==> config.mk <==
export PLATFORM = sky130hd
export DESIGN_NAME = postfix_expression_evaluator_core_flat
export DESIGN_NICKNAME = d
export VERILOG_FILES = /design/src/hw/rtl/pfe_pkg.sv /design/src/hw/rtl/pfe_req_if.sv /design/src/hw/rtl/pfe_rsp_if.sv /design/src/hw/rtl/pfe_ram.sv /design/src/hw/rtl/pfe_alu.sv /design/src/hw/rtl/pfe_ctrl.sv /design/src/hw/rtl/pfe_datapath.sv /design/src/hw/rtl/postfix_expression_evaluator_core.sv /design/src/flat_wrapper.sv
export SDC_FILE = /design/constraint.sdc
export NUM_CORES = 2
export LEC_CHECK = 0
export BUFFER_PORTS_ARGS = -buffer_cell sky130_fd_sc_hd__buf_2
export CAP_MARGIN = 5
export CORE_UTILIZATION = 40
export CTS_BUF_LIST = sky130_fd_sc_hd__clkbuf_4 sky130_fd_sc_hd__clkbuf_8
export DETAILED_ROUTE_END_ITERATION = 8
export SLEW_MARGIN = 20
export SYNTH_ARGS = -nofsm -noshare
export SYNTH_HDL_FRONTEND = slang
export SYNTH_SLANG_ARGS = --single-unit
==> constraint.sdc <==
create_clock -name clock -period 10 [get_ports clock]
set_input_delay 2 -clock clock [delete_from_list [all_inputs] [get_ports clock]]
set_output_delay 2 -clock clock [all_outputs]
set_load 0.01 [all_outputs]
==> src/hw/rtl/pfe_pkg.sv <==
// Shared constants, types and symbol decode for the postfix expression evaluator.
package pfe_pkg;

   localparam int STACK_DEPTH = 32;
   localparam int DATA_W      = 32;
   localparam int SYM_W       = 8;
   localparam int STATUS_W    = 3;
   localparam int CNT_W       = $clog2(DATA_W);

   localparam logic [STATUS_W-1:0] ERR_NONE      = 3'd0;
   localparam logic [STATUS_W-1:0] ERR_OVERFLOW  = 3'd1;
   localparam logic [STATUS_W-1:0] ERR_UNDERFLOW = 3'd2;
   localparam logic [STATUS_W-1:0] ERR_DIVZERO   = 3'd3;
   localparam logic [STATUS_W-1:0] ERR_UNKNOWN   = 3'd4;

   localparam logic [SYM_W-1:0] CHR_ZERO    = 8'h30;
   localparam logic [SYM_W-1:0] CHR_NINE    = 8'h39;
   localparam logic [SYM_W-1:0] CHR_UPPER_A = 8'h41;
   localparam logic [SYM_W-1:0] CHR_UPPER_Z = 8'h5A;
   localparam logic [SYM_W-1:0] CHR_LOWER_A = 8'h61;
   localparam logic [SYM_W-1:0] CHR_LOWER_Z = 8'h7A;
   localparam logic [SYM_W-1:0] CHR_PLUS    = 8'h2B;
   localparam logic [SYM_W-1:0] CHR_MINUS   = 8'h2D;
   localparam logic [SYM_W-1:0] CHR_STAR    = 8'h2A;
   localparam logic [SYM_W-1:0] CHR_SLASH   = 8'h2F;
   localparam logic [SYM_W-1:0] CHR_CARET   = 8'h5E;

   typedef enum logic [2:0] {
      OP_ADD,
      OP_SUB,
      OP_MUL,
      OP_DIV,
      OP_POW,
      OP_BAD
   } op_type;

   typedef struct packed {
      logic load;
      logic pop;
      logic cap_right;
      logic cap_left;
      logic cap_final;
      logic start_alu;
      logic push_operand;
      logic push_result;
      logic emit;
   } cmd_type;

   typedef struct packed {
      logic is_operand;
      logic last;
      logic alu_done;
      logic out_free;
   } stat_type;

   function automatic logic is_operand(input logic [SYM_W-1:0] sym);
      logic hit;
      case (sym) inside
         [CHR_ZERO:CHR_NINE],
         [CHR_UPPER_A:CHR_UPPER_Z],
         [CHR_LOWER_A:CHR_LOWER_Z]: hit = 1'b1;
         default:                   hit = 1'b0;
      endcase
      return hit;
   endfunction

   function automatic op_type decode_op(input logic [SYM_W-1:0] sym);
      op_type op;
      case (sym)
         CHR_PLUS:  op = OP_ADD;
         CHR_MINUS: op = OP_SUB;
         CHR_STAR:  op = OP_MUL;
         CHR_SLASH: op = OP_DIV;
         CHR_CARET: op = OP_POW;
         default:   op = OP_BAD;
      endcase
      return op;
   endfunction

endpackage

==> src/hw/rtl/pfe_req_if.sv <==
// Request channel interface: one expression character per item.
interface pfe_req_if;
   logic                        valid;
   logic                        ready;
   logic [pfe_pkg::SYM_W-1:0]   symbol;
   logic                        last;

   modport source (output valid, output symbol, output last, input ready);
   modport sink   (input valid, input symbol, input last, output ready);
endinterface

==> src/hw/rtl/pfe_rsp_if.sv <==
// Response channel interface: expression value and status per item.
interface pfe_rsp_if;
   logic                               valid;
   logic                               ready;
   logic signed [pfe_pkg::DATA_W-1:0]  value;
   logic [pfe_pkg::STATUS_W-1:0]       status;

   modport source (output valid, output value, output status, input ready);
   modport sink   (input valid, input value, input status, output ready);
endinterface

==> src/hw/rtl/pfe_ram.sv <==
// Generic single-write, single-read RAM with registered read data.
module pfe_ram #(
   parameter int WIDTH = pfe_pkg::DATA_W,
   parameter int DEPTH = pfe_pkg::STACK_DEPTH
) (
   input  logic                     clock,
   input  logic                     wr_en,
   input  logic [$clog2(DEPTH)-1:0] wr_addr,
   input  logic [WIDTH-1:0]         wr_data,
   input  logic                     rd_en,
   input  logic [$clog2(DEPTH)-1:0] rd_addr,
   output logic [WIDTH-1:0]         rd_data
);

   logic [WIDTH-1:0] mem_ff [DEPTH];
   logic [WIDTH-1:0] rd_data_ff;

   always_ff @(posedge clock) begin
      if (wr_en) begin
         mem_ff[wr_addr] <= wr_data;
      end
      if (rd_en) begin
         rd_data_ff <= mem_ff[rd_addr];
      end
   end

   assign rd_data = rd_data_ff;

endmodule

==> src/hw/rtl/pfe_alu.sv <==
// Multi-cycle arithmetic unit: add, subtract, multiply, restoring divide, power.
module pfe_alu (
   input  logic                          clock,
   input  logic                          reset,
   input  logic                          start,
   input  pfe_pkg::op_type               op,
   input  logic [pfe_pkg::DATA_W-1:0]    left,
   input  logic [pfe_pkg::DATA_W-1:0]    right,
   output logic                          done,
   output logic [pfe_pkg::DATA_W-1:0]    result,
   output logic [pfe_pkg::STATUS_W-1:0]  err
);

   typedef enum logic [2:0] {
      A_IDLE,
      A_DIV,
      A_FIX,
      A_POW,
      A_DONE
   } state_type;

   state_type                       state_ff, state_in;
   logic [pfe_pkg::CNT_W-1:0]       cnt_ff, cnt_in;
   logic [pfe_pkg::DATA_W-1:0]      q_ff, q_in;
   logic [pfe_pkg::DATA_W-1:0]      rem_ff, rem_in;
   logic [pfe_pkg::DATA_W-1:0]      div_ff, div_in;
   logic                            neg_ff, neg_in;
   logic [pfe_pkg::DATA_W-1:0]      acc_ff, acc_in;
   logic [pfe_pkg::DATA_W-1:0]      base_ff, base_in;
   logic [pfe_pkg::DATA_W-1:0]      exp_ff, exp_in;
   logic [pfe_pkg::DATA_W-1:0]      result_ff, result_in;
   logic [pfe_pkg::STATUS_W-1:0]    err_ff, err_in;

   logic [pfe_pkg::DATA_W-1:0]      mul_a, mul_b, prod, sq;
   logic [pfe_pkg::DATA_W:0]        rem_sh, diff;
   logic                            ge;

   assign mul_a  = (state_ff == A_POW) ? acc_ff : left;
   assign mul_b  = (state_ff == A_POW) ? base_ff : right;
   assign prod   = mul_a * mul_b;
   assign sq     = base_ff * base_ff;
   assign rem_sh = {rem_ff, q_ff[pfe_pkg::DATA_W-1]};
   assign diff   = rem_sh - {1'b0, div_ff};
   assign ge     = rem_sh >= {1'b0, div_ff};

   always_comb begin
      state_in  = state_ff;
      cnt_in    = cnt_ff;
      q_in      = q_ff;
      rem_in    = rem_ff;
      div_in    = div_ff;
      neg_in    = neg_ff;
      acc_in    = acc_ff;
      base_in   = base_ff;
      exp_in    = exp_ff;
      result_in = result_ff;
      err_in    = err_ff;
      case (state_ff)
         A_IDLE: begin
            if (start) begin
               err_in = pfe_pkg::ERR_NONE;
               case (op)
                  pfe_pkg::OP_ADD: begin
                     result_in = left + right;
                     state_in  = A_DONE;
                  end
                  pfe_pkg::OP_SUB: begin
                     result_in = left - right;
                     state_in  = A_DONE;
                  end
                  pfe_pkg::OP_MUL: begin
                     result_in = prod;
                     state_in  = A_DONE;
                  end
                  pfe_pkg::OP_DIV: begin
                     if (right == '0) begin
                        result_in = '0;
                        err_in    = pfe_pkg::ERR_DIVZERO;
                        state_in  = A_DONE;
                     end else begin
                        q_in     = left[pfe_pkg::DATA_W-1] ? -left : left;
                        div_in   = right[pfe_pkg::DATA_W-1] ? -right : right;
                        rem_in   = '0;
                        neg_in   = left[pfe_pkg::DATA_W-1] ^ right[pfe_pkg::DATA_W-1];
                        cnt_in   = '0;
                        state_in = A_DIV;
                     end
                  end
                  pfe_pkg::OP_POW: begin
                     if (right[pfe_pkg::DATA_W-1] || right == '0) begin
                        result_in = pfe_pkg::DATA_W'(1);
                        state_in  = A_DONE;
                     end else begin
                        acc_in   = pfe_pkg::DATA_W'(1);
                        base_in  = left;
                        exp_in   = right;
                        state_in = A_POW;
                     end
                  end
                  default: begin
                     result_in = '0;
                     err_in    = pfe_pkg::ERR_UNKNOWN;
                     state_in  = A_DONE;
                  end
               endcase
            end
         end
         A_DIV: begin
            rem_in = ge ? diff[pfe_pkg::DATA_W-1:0] : rem_sh[pfe_pkg::DATA_W-1:0];
            q_in   = {q_ff[pfe_pkg::DATA_W-2:0], ge};
            cnt_in = cnt_ff + 1'b1;
            if (cnt_ff == pfe_pkg::CNT_W'(pfe_pkg::DATA_W - 1)) begin
               state_in = A_FIX;
            end
         end
         A_FIX: begin
            result_in = neg_ff ? -q_ff : q_ff;
            state_in  = A_DONE;
         end
         A_POW: begin
            if (exp_ff == '0) begin
               result_in = acc_ff;
               state_in  = A_DONE;
            end else begin
               if (exp_ff[0]) begin
                  acc_in = prod;
               end
               base_in = sq;
               exp_in  = exp_ff >> 1;
            end
         end
         A_DONE: begin
            state_in = A_IDLE;
         end
         default: begin
            state_in = A_IDLE;
         end
      endcase
   end

   always_ff @(posedge clock) begin
      if (reset) begin
         state_ff <= A_IDLE;
      end else begin
         state_ff <= state_in;
      end
      cnt_ff    <= cnt_in;
      q_ff      <= q_in;
      rem_ff    <= rem_in;
      div_ff    <= div_in;
      neg_ff    <= neg_in;
      acc_ff    <= acc_in;
      base_ff   <= base_in;
      exp_ff    <= exp_in;
      result_ff <= result_in;
      err_ff    <= err_in;
   end

   assign done   = (state_ff == A_DONE);
   assign result = result_ff;
   assign err    = err_ff;

endmodule

==> src/hw/rtl/pfe_ctrl.sv <==
// Controller state machine: sequences pops, operation, push and result per item.
module pfe_ctrl (
   input  logic              clock,
   input  logic              reset,
   input  logic              req_valid,
   output logic              req_ready,
   input  pfe_pkg::stat_type stat,
   output pfe_pkg::cmd_type  cmd
);

   typedef enum logic [3:0] {
      C_IDLE,
      C_DECODE,
      C_PUSH_OPND,
      C_POP_R,
      C_CAP_R,
      C_POP_L,
      C_CAP_L,
      C_START,
      C_WAIT,
      C_PUSH_RES,
      C_FIN_POP,
      C_FIN_CAP,
      C_EMIT
   } state_type;

   state_type state_ff, state_in;

   always_comb begin
      state_in  = state_ff;
      cmd       = '0;
      req_ready = 1'b0;
      case (state_ff)
         C_IDLE: begin
            req_ready = 1'b1;
            if (req_valid) begin
               cmd.load = 1'b1;
               state_in = C_DECODE;
            end
         end
         C_DECODE: begin
            state_in = stat.is_operand ? C_PUSH_OPND : C_POP_R;
         end
         C_PUSH_OPND: begin
            cmd.push_operand = 1'b1;
            state_in         = stat.last ? C_FIN_POP : C_IDLE;
         end
         C_POP_R: begin
            cmd.pop  = 1'b1;
            state_in = C_CAP_R;
         end
         C_CAP_R: begin
            cmd.cap_right = 1'b1;
            state_in      = C_POP_L;
         end
         C_POP_L: begin
            cmd.pop  = 1'b1;
            state_in = C_CAP_L;
         end
         C_CAP_L: begin
            cmd.cap_left = 1'b1;
            state_in     = C_START;
         end
         C_START: begin
            cmd.start_alu = 1'b1;
            state_in      = C_WAIT;
         end
         C_WAIT: begin
            if (stat.alu_done) begin
               state_in = C_PUSH_RES;
            end
         end
         C_PUSH_RES: begin
            cmd.push_result = 1'b1;
            state_in        = stat.last ? C_FIN_POP : C_IDLE;
         end
         C_FIN_POP: begin
            cmd.pop  = 1'b1;
            state_in = C_FIN_CAP;
         end
         C_FIN_CAP: begin
            cmd.cap_final = 1'b1;
            state_in      = C_EMIT;
         end
         C_EMIT: begin
            if (stat.out_free) begin
               cmd.emit = 1'b1;
               state_in = C_IDLE;
            end
         end
         default: begin
            state_in = C_IDLE;
         end
      endcase
   end

   always_ff @(posedge clock) begin
      if (reset) begin
         state_ff <= C_IDLE;
      end else begin
         state_ff <= state_in;
      end
   end

endmodule

==> src/hw/rtl/pfe_datapath.sv <==
// Datapath: item register, operand stack, operand registers, status and result register.
module pfe_datapath #(
   parameter int STACK_DEPTH = pfe_pkg::STACK_DEPTH
) (
   input  logic                          clock,
   input  logic                          reset,
   input  pfe_pkg::cmd_type              cmd,
   output pfe_pkg::stat_type             stat,
   input  logic [pfe_pkg::SYM_W-1:0]     req_symbol,
   input  logic                          req_last,
   output logic                          rsp_valid,
   input  logic                          rsp_ready,
   output logic [pfe_pkg::DATA_W-1:0]    rsp_value,
   output logic [pfe_pkg::STATUS_W-1:0]  rsp_status
);

   localparam int AW = $clog2(STACK_DEPTH);
   localparam int CW = $clog2(STACK_DEPTH + 1);

   logic [pfe_pkg::SYM_W-1:0]     sym_ff, sym_in;
   logic                          last_ff, last_in;
   logic [CW-1:0]                 count_ff, count_in;
   logic [pfe_pkg::STATUS_W-1:0]  err_ff, err_in;
   logic                          hit_ff, hit_in;
   logic [pfe_pkg::DATA_W-1:0]    right_ff, right_in;
   logic [pfe_pkg::DATA_W-1:0]    left_ff, left_in;
   logic [pfe_pkg::DATA_W-1:0]    final_ff, final_in;
   logic                          rsp_valid_ff, rsp_valid_in;
   logic [pfe_pkg::DATA_W-1:0]    rsp_value_ff, rsp_value_in;
   logic [pfe_pkg::STATUS_W-1:0]  rsp_status_ff, rsp_status_in;

   logic [CW-1:0]                 count_m1;
   logic                          wr_en, rd_en;
   logic [pfe_pkg::DATA_W-1:0]    wr_data, rd_data, operand_val, popped;
   logic                          alu_done;
   logic [pfe_pkg::DATA_W-1:0]    alu_result;
   logic [pfe_pkg::STATUS_W-1:0]  alu_err;

   assign count_m1    = count_ff - 1'b1;
   assign operand_val = pfe_pkg::DATA_W'(sym_ff) - pfe_pkg::DATA_W'(pfe_pkg::CHR_ZERO);
   assign popped      = hit_ff ? rd_data : '0;

   always_comb begin
      sym_in        = sym_ff;
      last_in       = last_ff;
      count_in      = count_ff;
      err_in        = err_ff;
      hit_in        = hit_ff;
      right_in      = right_ff;
      left_in       = left_ff;
      final_in      = final_ff;
      rsp_valid_in  = rsp_valid_ff;
      rsp_value_in  = rsp_value_ff;
      rsp_status_in = rsp_status_ff;
      wr_en         = 1'b0;
      rd_en         = 1'b0;
      wr_data       = cmd.push_result ? alu_result : operand_val;

      if (cmd.load) begin
         sym_in  = req_symbol;
         last_in = req_last;
      end

      if (cmd.pop) begin
         if (count_ff != '0) begin
            rd_en    = 1'b1;
            count_in = count_m1;
            hit_in   = 1'b1;
         end else begin
            hit_in = 1'b0;
            if (err_in == pfe_pkg::ERR_NONE) begin
               err_in = pfe_pkg::ERR_UNDERFLOW;
            end
         end
      end

      if (cmd.cap_right) begin
         right_in = popped;
      end
      if (cmd.cap_left) begin
         left_in = popped;
      end
      if (cmd.cap_final) begin
         final_in = popped;
      end

      if (cmd.push_result && alu_err != pfe_pkg::ERR_NONE && err_in == pfe_pkg::ERR_NONE) begin
         err_in = alu_err;
      end

      if (cmd.push_operand || cmd.push_result) begin
         if (count_ff == CW'(STACK_DEPTH)) begin
            if (err_in == pfe_pkg::ERR_NONE) begin
               err_in = pfe_pkg::ERR_OVERFLOW;
            end
         end else begin
            wr_en    = 1'b1;
            count_in = count_ff + 1'b1;
         end
      end

      if (cmd.emit) begin
         rsp_valid_in  = 1'b1;
         rsp_value_in  = final_ff;
         rsp_status_in = err_ff;
         count_in      = '0;
         err_in        = pfe_pkg::ERR_NONE;
      end else if (rsp_ready) begin
         rsp_valid_in = 1'b0;
      end
   end

   always_ff @(posedge clock) begin
      if (reset) begin
         count_ff     <= '0;
         err_ff       <= pfe_pkg::ERR_NONE;
         rsp_valid_ff <= 1'b0;
      end else begin
         count_ff     <= count_in;
         err_ff       <= err_in;
         rsp_valid_ff <= rsp_valid_in;
      end
      sym_ff        <= sym_in;
      last_ff       <= last_in;
      hit_ff        <= hit_in;
      right_ff      <= right_in;
      left_ff       <= left_in;
      final_ff      <= final_in;
      rsp_value_ff  <= rsp_value_in;
      rsp_status_ff <= rsp_status_in;
   end

   pfe_ram #(
      .WIDTH (pfe_pkg::DATA_W),
      .DEPTH (STACK_DEPTH)
   ) u_stack (
      .clock   (clock),
      .wr_en   (wr_en),
      .wr_addr (count_ff[AW-1:0]),
      .wr_data (wr_data),
      .rd_en   (rd_en),
      .rd_addr (count_m1[AW-1:0]),
      .rd_data (rd_data)
   );

   pfe_alu u_alu (
      .clock  (clock),
      .reset  (reset),
      .start  (cmd.start_alu),
      .op     (pfe_pkg::decode_op(sym_ff)),
      .left   (left_ff),
      .right  (right_ff),
      .done   (alu_done),
      .result (alu_result),
      .err    (alu_err)
   );

   always_comb begin
      stat.is_operand = pfe_pkg::is_operand(sym_ff);
      stat.last       = last_ff;
      stat.alu_done   = alu_done;
      stat.out_free   = !rsp_valid_ff || rsp_ready;
   end

   assign rsp_valid  = rsp_valid_ff;
   assign rsp_value  = rsp_value_ff;
   assign rsp_status = rsp_status_ff;

endmodule

==> src/hw/rtl/postfix_expression_evaluator_core.sv <==
// Top level of the postfix expression evaluator.
//
// req_chan carries one expression character per item (symbol, last). Operand
// characters push their value; operator characters pop right and left
// operands, apply + - * / ^ and push the result. The item with last set
// also pops the top of stack and returns it with the first error status on
// rsp_chan, then clears the stack and status.
// Items are taken one at a time: the next item is not accepted until the
// previous one is through. Operand characters only push. The divide is
// iterative and produces one quotient bit per cycle; the power loop
// squares the base for each exponent bit. A divide by zero, or an exponent
// that is not positive, skips the loop. The last item adds a final pop and
// then waits for the result register to be free. The stack memory takes
// one pop or push a cycle.
// Reset clears the stack count, status and result valid flag; the stack memory
// itself needs no clearing. While the receiver stalls, the result is held in
// the output register and the next items are still taken until another
// result is due, which then waits for the register to free.
module postfix_expression_evaluator_core #(
   parameter int STACK_DEPTH = pfe_pkg::STACK_DEPTH
) (
   input  logic      clock,
   input  logic      reset,
   pfe_req_if.sink   req_chan,
   pfe_rsp_if.source rsp_chan
);

   pfe_pkg::cmd_type               cmd;
   pfe_pkg::stat_type              stat;
   logic                           req_ready;
   logic                           rsp_valid;
   logic [pfe_pkg::DATA_W-1:0]     rsp_value;
   logic [pfe_pkg::STATUS_W-1:0]   rsp_status;

   pfe_ctrl u_ctrl (
      .clock     (clock),
      .reset     (reset),
      .req_valid (req_chan.valid),
      .req_ready (req_ready),
      .stat      (stat),
      .cmd       (cmd)
   );

   pfe_datapath #(
      .STACK_DEPTH (STACK_DEPTH)
   ) u_datapath (
      .clock      (clock),
      .reset      (reset),
      .cmd        (cmd),
      .stat       (stat),
      .req_symbol (req_chan.symbol),
      .req_last   (req_chan.last),
      .rsp_valid  (rsp_valid),
      .rsp_ready  (rsp_chan.ready),
      .rsp_value  (rsp_value),
      .rsp_status (rsp_status)
   );

   assign req_chan.ready  = req_ready;
   assign rsp_chan.valid  = rsp_valid;
   assign rsp_chan.value  = $signed(rsp_value);
   assign rsp_chan.status = rsp_status;

endmodule

==> src/flat_wrapper.sv <==
// flat-port wrapper written by rule: the top's interface ports become plain ports
module postfix_expression_evaluator_core_flat 
#(
   parameter int STACK_DEPTH = pfe_pkg::STACK_DEPTH
)
  (clock, reset, req_chan_valid, req_chan_symbol, req_chan_last, req_chan_ready, rsp_chan_valid, rsp_chan_value, rsp_chan_status, rsp_chan_ready);
  pfe_req_if req_chan_i ();
  pfe_rsp_if rsp_chan_i ();
  input  logic clock;
  input  logic reset;
  input wire logic [$bits(req_chan_i.valid)-1:0] req_chan_valid;
  input wire logic [$bits(req_chan_i.symbol)-1:0] req_chan_symbol;
  input wire logic [$bits(req_chan_i.last)-1:0] req_chan_last;
  output wire logic [$bits(req_chan_i.ready)-1:0] req_chan_ready;
  output wire logic [$bits(rsp_chan_i.valid)-1:0] rsp_chan_valid;
  output wire logic [$bits(rsp_chan_i.value)-1:0] rsp_chan_value;
  output wire logic [$bits(rsp_chan_i.status)-1:0] rsp_chan_status;
  input wire logic [$bits(rsp_chan_i.ready)-1:0] rsp_chan_ready;
  assign req_chan_i.valid = req_chan_valid;
  assign req_chan_i.symbol = req_chan_symbol;
  assign req_chan_i.last = req_chan_last;
  assign req_chan_ready = req_chan_i.ready;
  assign rsp_chan_valid = rsp_chan_i.valid;
  assign rsp_chan_value = rsp_chan_i.value;
  assign rsp_chan_status = rsp_chan_i.status;
  assign rsp_chan_i.ready = rsp_chan_ready;
  postfix_expression_evaluator_core #(.STACK_DEPTH(STACK_DEPTH)) u_core (.clock(clock), .reset(reset), .req_chan(req_chan_i), .rsp_chan(rsp_chan_i));
endmodule
==> results.md <==
- Layout Nets: 8,293
- Launching point of the worst reg2reg path: u_core.u_datapath.u_alu.state_ff[1]$_SDFFE_PP0P_
- Met3 usage: 4.25%
- H-tree levels: 4
- Multi-input gate area: 43,200 µm²
- RSZ-0062 raised after global routing: false
- Max cap viols: 0
- Vias per cell: 5.52
- Worst path most repeated cell: fa_1
- Layout Cells excl Fill: 10,400
- First-pass GRT wire length: 407,000 µm
- Min-delay src: u_core.u_datapath.final_ff[11]$_DFFE_PP_
- Top FF cell, synth: edfxtp_1
- Comb pwr share: 59.0%
- Row count: 174
- M1 GR Usage: 32.0%
- LEAKAGE: 0.0389 µW
- Starting Density: 40.3%
- Boundary Pins: 50
- Syn Nets: 8,165
- CP startpoint kind: register
- Slew @ Worst Pin: 1.13 ns
- DR pass1 iterations: 6
- Post-DRT Antenna Nets: 0
- Peak supply drop: 1250 µV
- R2R cell count: 29
- Number of CTS-inserted buffers: 223
- CTS sink cnt: 1,446
- Switch share: 44.9%
- Achievable clock frequency: 0.106 GHz
- Longest Clk Path Bufs: 3
- Die height: 479 µm
- Pwr Density: 301 nW/µm²
- Required time worst endpoint: 10.66 ns
- Final GP Congestion: 1.01
- Ratio of cells with drive above 1 in the final layout: 14.1%
- Warnings, synthesis: 0
- Tmin final: 9.40 ns
- Worst setup EP type: register
- DR vias: 57,200
- Max reg flops: 1,024
- All-layer global routing usage: 24.5%
- Most flop-heavy register: u_core.u_datapath.u_stack.mem_ff
- Post-CTS Resized: 0
- CP startpoint: u_core.u_datapath.u_alu.state_ff[1]$_SDFFE_PP0P_
- Final setup violation count: 0
- Worst path max stage delay: 0.66 ns
- Gr ovfl total: 0
- Clk pin slew, worst setup/hold paths: 0.07 ns
- HPWL Detailed: 196,000 µm
- Final hold slack: 0.419 ns
- # placed instances: 9,947
- Vias in the first global route: 59,100
- Worst Hold Class: register to register
- Grt peak-use layer: met2
- Run status: complete, no violations
- Sequential share of power: 24.8%
- Mapped cell area: 90,900 µm²
- Largest net degree at the start of global routing: 113
- Iteration-0 DRC Markers: 5,616
- Fill count: 20,400
- Final instance area: 99,800 µm²
- Placed cell areas: 95,300 µm²
- DIE AREA: 229,000 µm²
- Area Growth Syn to Fin: 9.80%
- Setup CP Type: register to register
- Wire per inst: 26.9 µm
- Met2 Usage GRT: 40.3%
- Post-Syn Instances: 7,053
- Clock tree from TritonCTS: done
- Register area share after synthesis: 47.6%
- DRC: 0
- Switching power: 13,500 µW
- Hold Path Depth: 0
- Worst slew margin: 23.9%
- Final period util: 94.0%
- # hold bufs at CTS: 0
- Post-CTS Setup Inserts: 0
- Layout Skew: 0.0427 ns
- Core area: 225,000 µm²
- Fin Setup TNS: 0 ns
- Die X: 479 µm
- Worst path slowest cell: a21oi_1
- Clock power share: 16.3%
- Input/output buffers: 49
- Register area: 43,300 µm²
- Initial antenna violation count: 11
- Post-synth ARST share: 0%
- Final hold violations: 0
- Total Wirelength: 279,000 µm
- Arr. time, crit path: 10.07 ns
- P_int: 16,500 µW
- EDFF count, synth: 1,429
- Yosys reg bits: 1,446
- Avg Inst Size Synth: 12.9 µm²
- Crit Path Max Fanout: 27
- Root cell of the clock tree: clkbuf_8
- Slew Limit Fails: 0
- Skew-Pair Late Insertion Delay: 0.96 ns
- Post-synthesis cell type count: 92
final cells by class:
type                       count  share of cell area [%]
inverter                     949                    3.57
tap                         2992                    3.75
multi-input combinational   4338                    43.3
sequential                  1446                    43.4
timing repair buffer         223                    1.62
clock buffer                 290                    3.64
clock inverter               119                   0.739
antenna                       12                  0.0301
path summary, 6_finish.rpt:
check / end / slack [ns]
max: u_core.u_datapath.u_alu.result[30]$_DFFE_PP_ / 0.60
min: u_core.u_datapath.rsp_value[11]$_DFFE_PP_ / 0.42
max reg2reg: u_core.u_datapath.u_alu.result[30]$_DFFE_PP_ / 0.60
min reg2reg: u_core.u_datapath.rsp_value[11]$_DFFE_PP_ / 0.42
kinds of logic (layout without fill, tap and decap cells):
| family | Yosys count | count (layout) | share of synthesized area, % |
|---|---|---|---|
| mux | 378 | 378 | 8.62 |
| buf+inv | 1269 | 1581 | 5.29 |
| fa+ha+maj | 1099 | 1099 | 21.6 |
| other cells | 0 | 12 | 0 |
| compound gates | 687 | 687 | 4.69 |
| xor+xnor | 313 | 313 | 3.03 |
| simple gates | 1861 | 1861 | 9.22 |
| flops | 1446 | 1446 | 47.6 |
placed cells by master, fill, tap and decap left out, types with 33 or more instances in the layout:
cell type,count
nand2b_1,34
nor2_4,34
ha_1,321
a21oi_1,176
nand2_1,852
mux2_2,38
o31ai_1,33
inv_1,949
and2_1,192
buf_2,49
clkinv_1,61
clkbuf_4,58
nor2_1,444
mux4_2,320
edfxtp_1,1429
clkinv_2,36
xnor2_1,159
clkbuf_8,232
xor2_1,148
nor3_1,34
nand3_1,69
a21o_1,65
o21ai_0,203
fa_1,777
buf_4,169
per-stage QoR:
step / util, % / total power (µW) / worst slack [ns]
5_1_grt: 44.3 / 31600 / 0.156
3_5_place_dp: 42.3 / 24700 / 0.634
6_report: 44.3 / 30000 / 0.599
2_1_floorplan: - / 17500 / 1.31
4_1_cts: 44.2 / 29700 / 0.631
3_3_place_gp: 42.3 / 24500 / 0.664
layer usage:
layer	wire (µm)	share of wire, %	vias to the layer above
li1	-	-	24500
met1	112000	40	29900
met2	135000	48	2317
met3	19900	7.1	469
met4	11900	4.3	4
met5	26	0.0093	-
synthesized netlist by cell type, drive strengths merged, types with 8 or more instances:
library cell     n  share of area, %
buf             58              0.29
fa             777                17
o21a            20              0.17
a221oi          12              0.12
nor2           479               2.0
a211oi          24              0.20
a21oi          179              0.99
nand4           22              0.17
nand3b           8             0.080
o221ai          11              0.11
mux2i           20              0.22
mux4           320               7.9
nor3            44              0.28
clkbuf         262               1.1
nor4            19              0.15
o31ai           33              0.27
o21ai          218               1.2
o211ai          13              0.11
a211o            9             0.088
dfxtp           17              0.37
nor2b           24              0.17
o41ai           12              0.12
edfxtp        1429                47
a21boi          11             0.091
o22ai           11             0.076
inv            949               3.9
or3             29              0.20
mux2            38              0.47
xnor2          163               1.6
a21o            65              0.54
a31oi           20              0.14
xor2           149               1.4
and3            29              0.21
or2             18              0.12
nand2          852               3.5
nand3           69              0.38
ha             322               4.4
o21bai          11             0.091
nand2b          34              0.23
or4             10             0.087
and2           197               1.4
worst max-delay path, delay by kind of cell (launching register included):
family          cells  cell delay (ns)
compound gates      4             1.16
fa+ha+maj           9             4.17
buf+inv             5             0.50
flops               1             0.50
simple gates       11             2.74
power by group through the flow:
stage               Combinational, µW  Sequential (µW)  Clock, µW
finish                          17700             7440       4880
global route                    18900             7460       5230
CTS                             17300             7440       4990
detailed placement              17200             7570          0
global placement                17000             7560          0
floorplan                       10100             7460          0
Note: power is estimated with default switching activity, not from simulation.
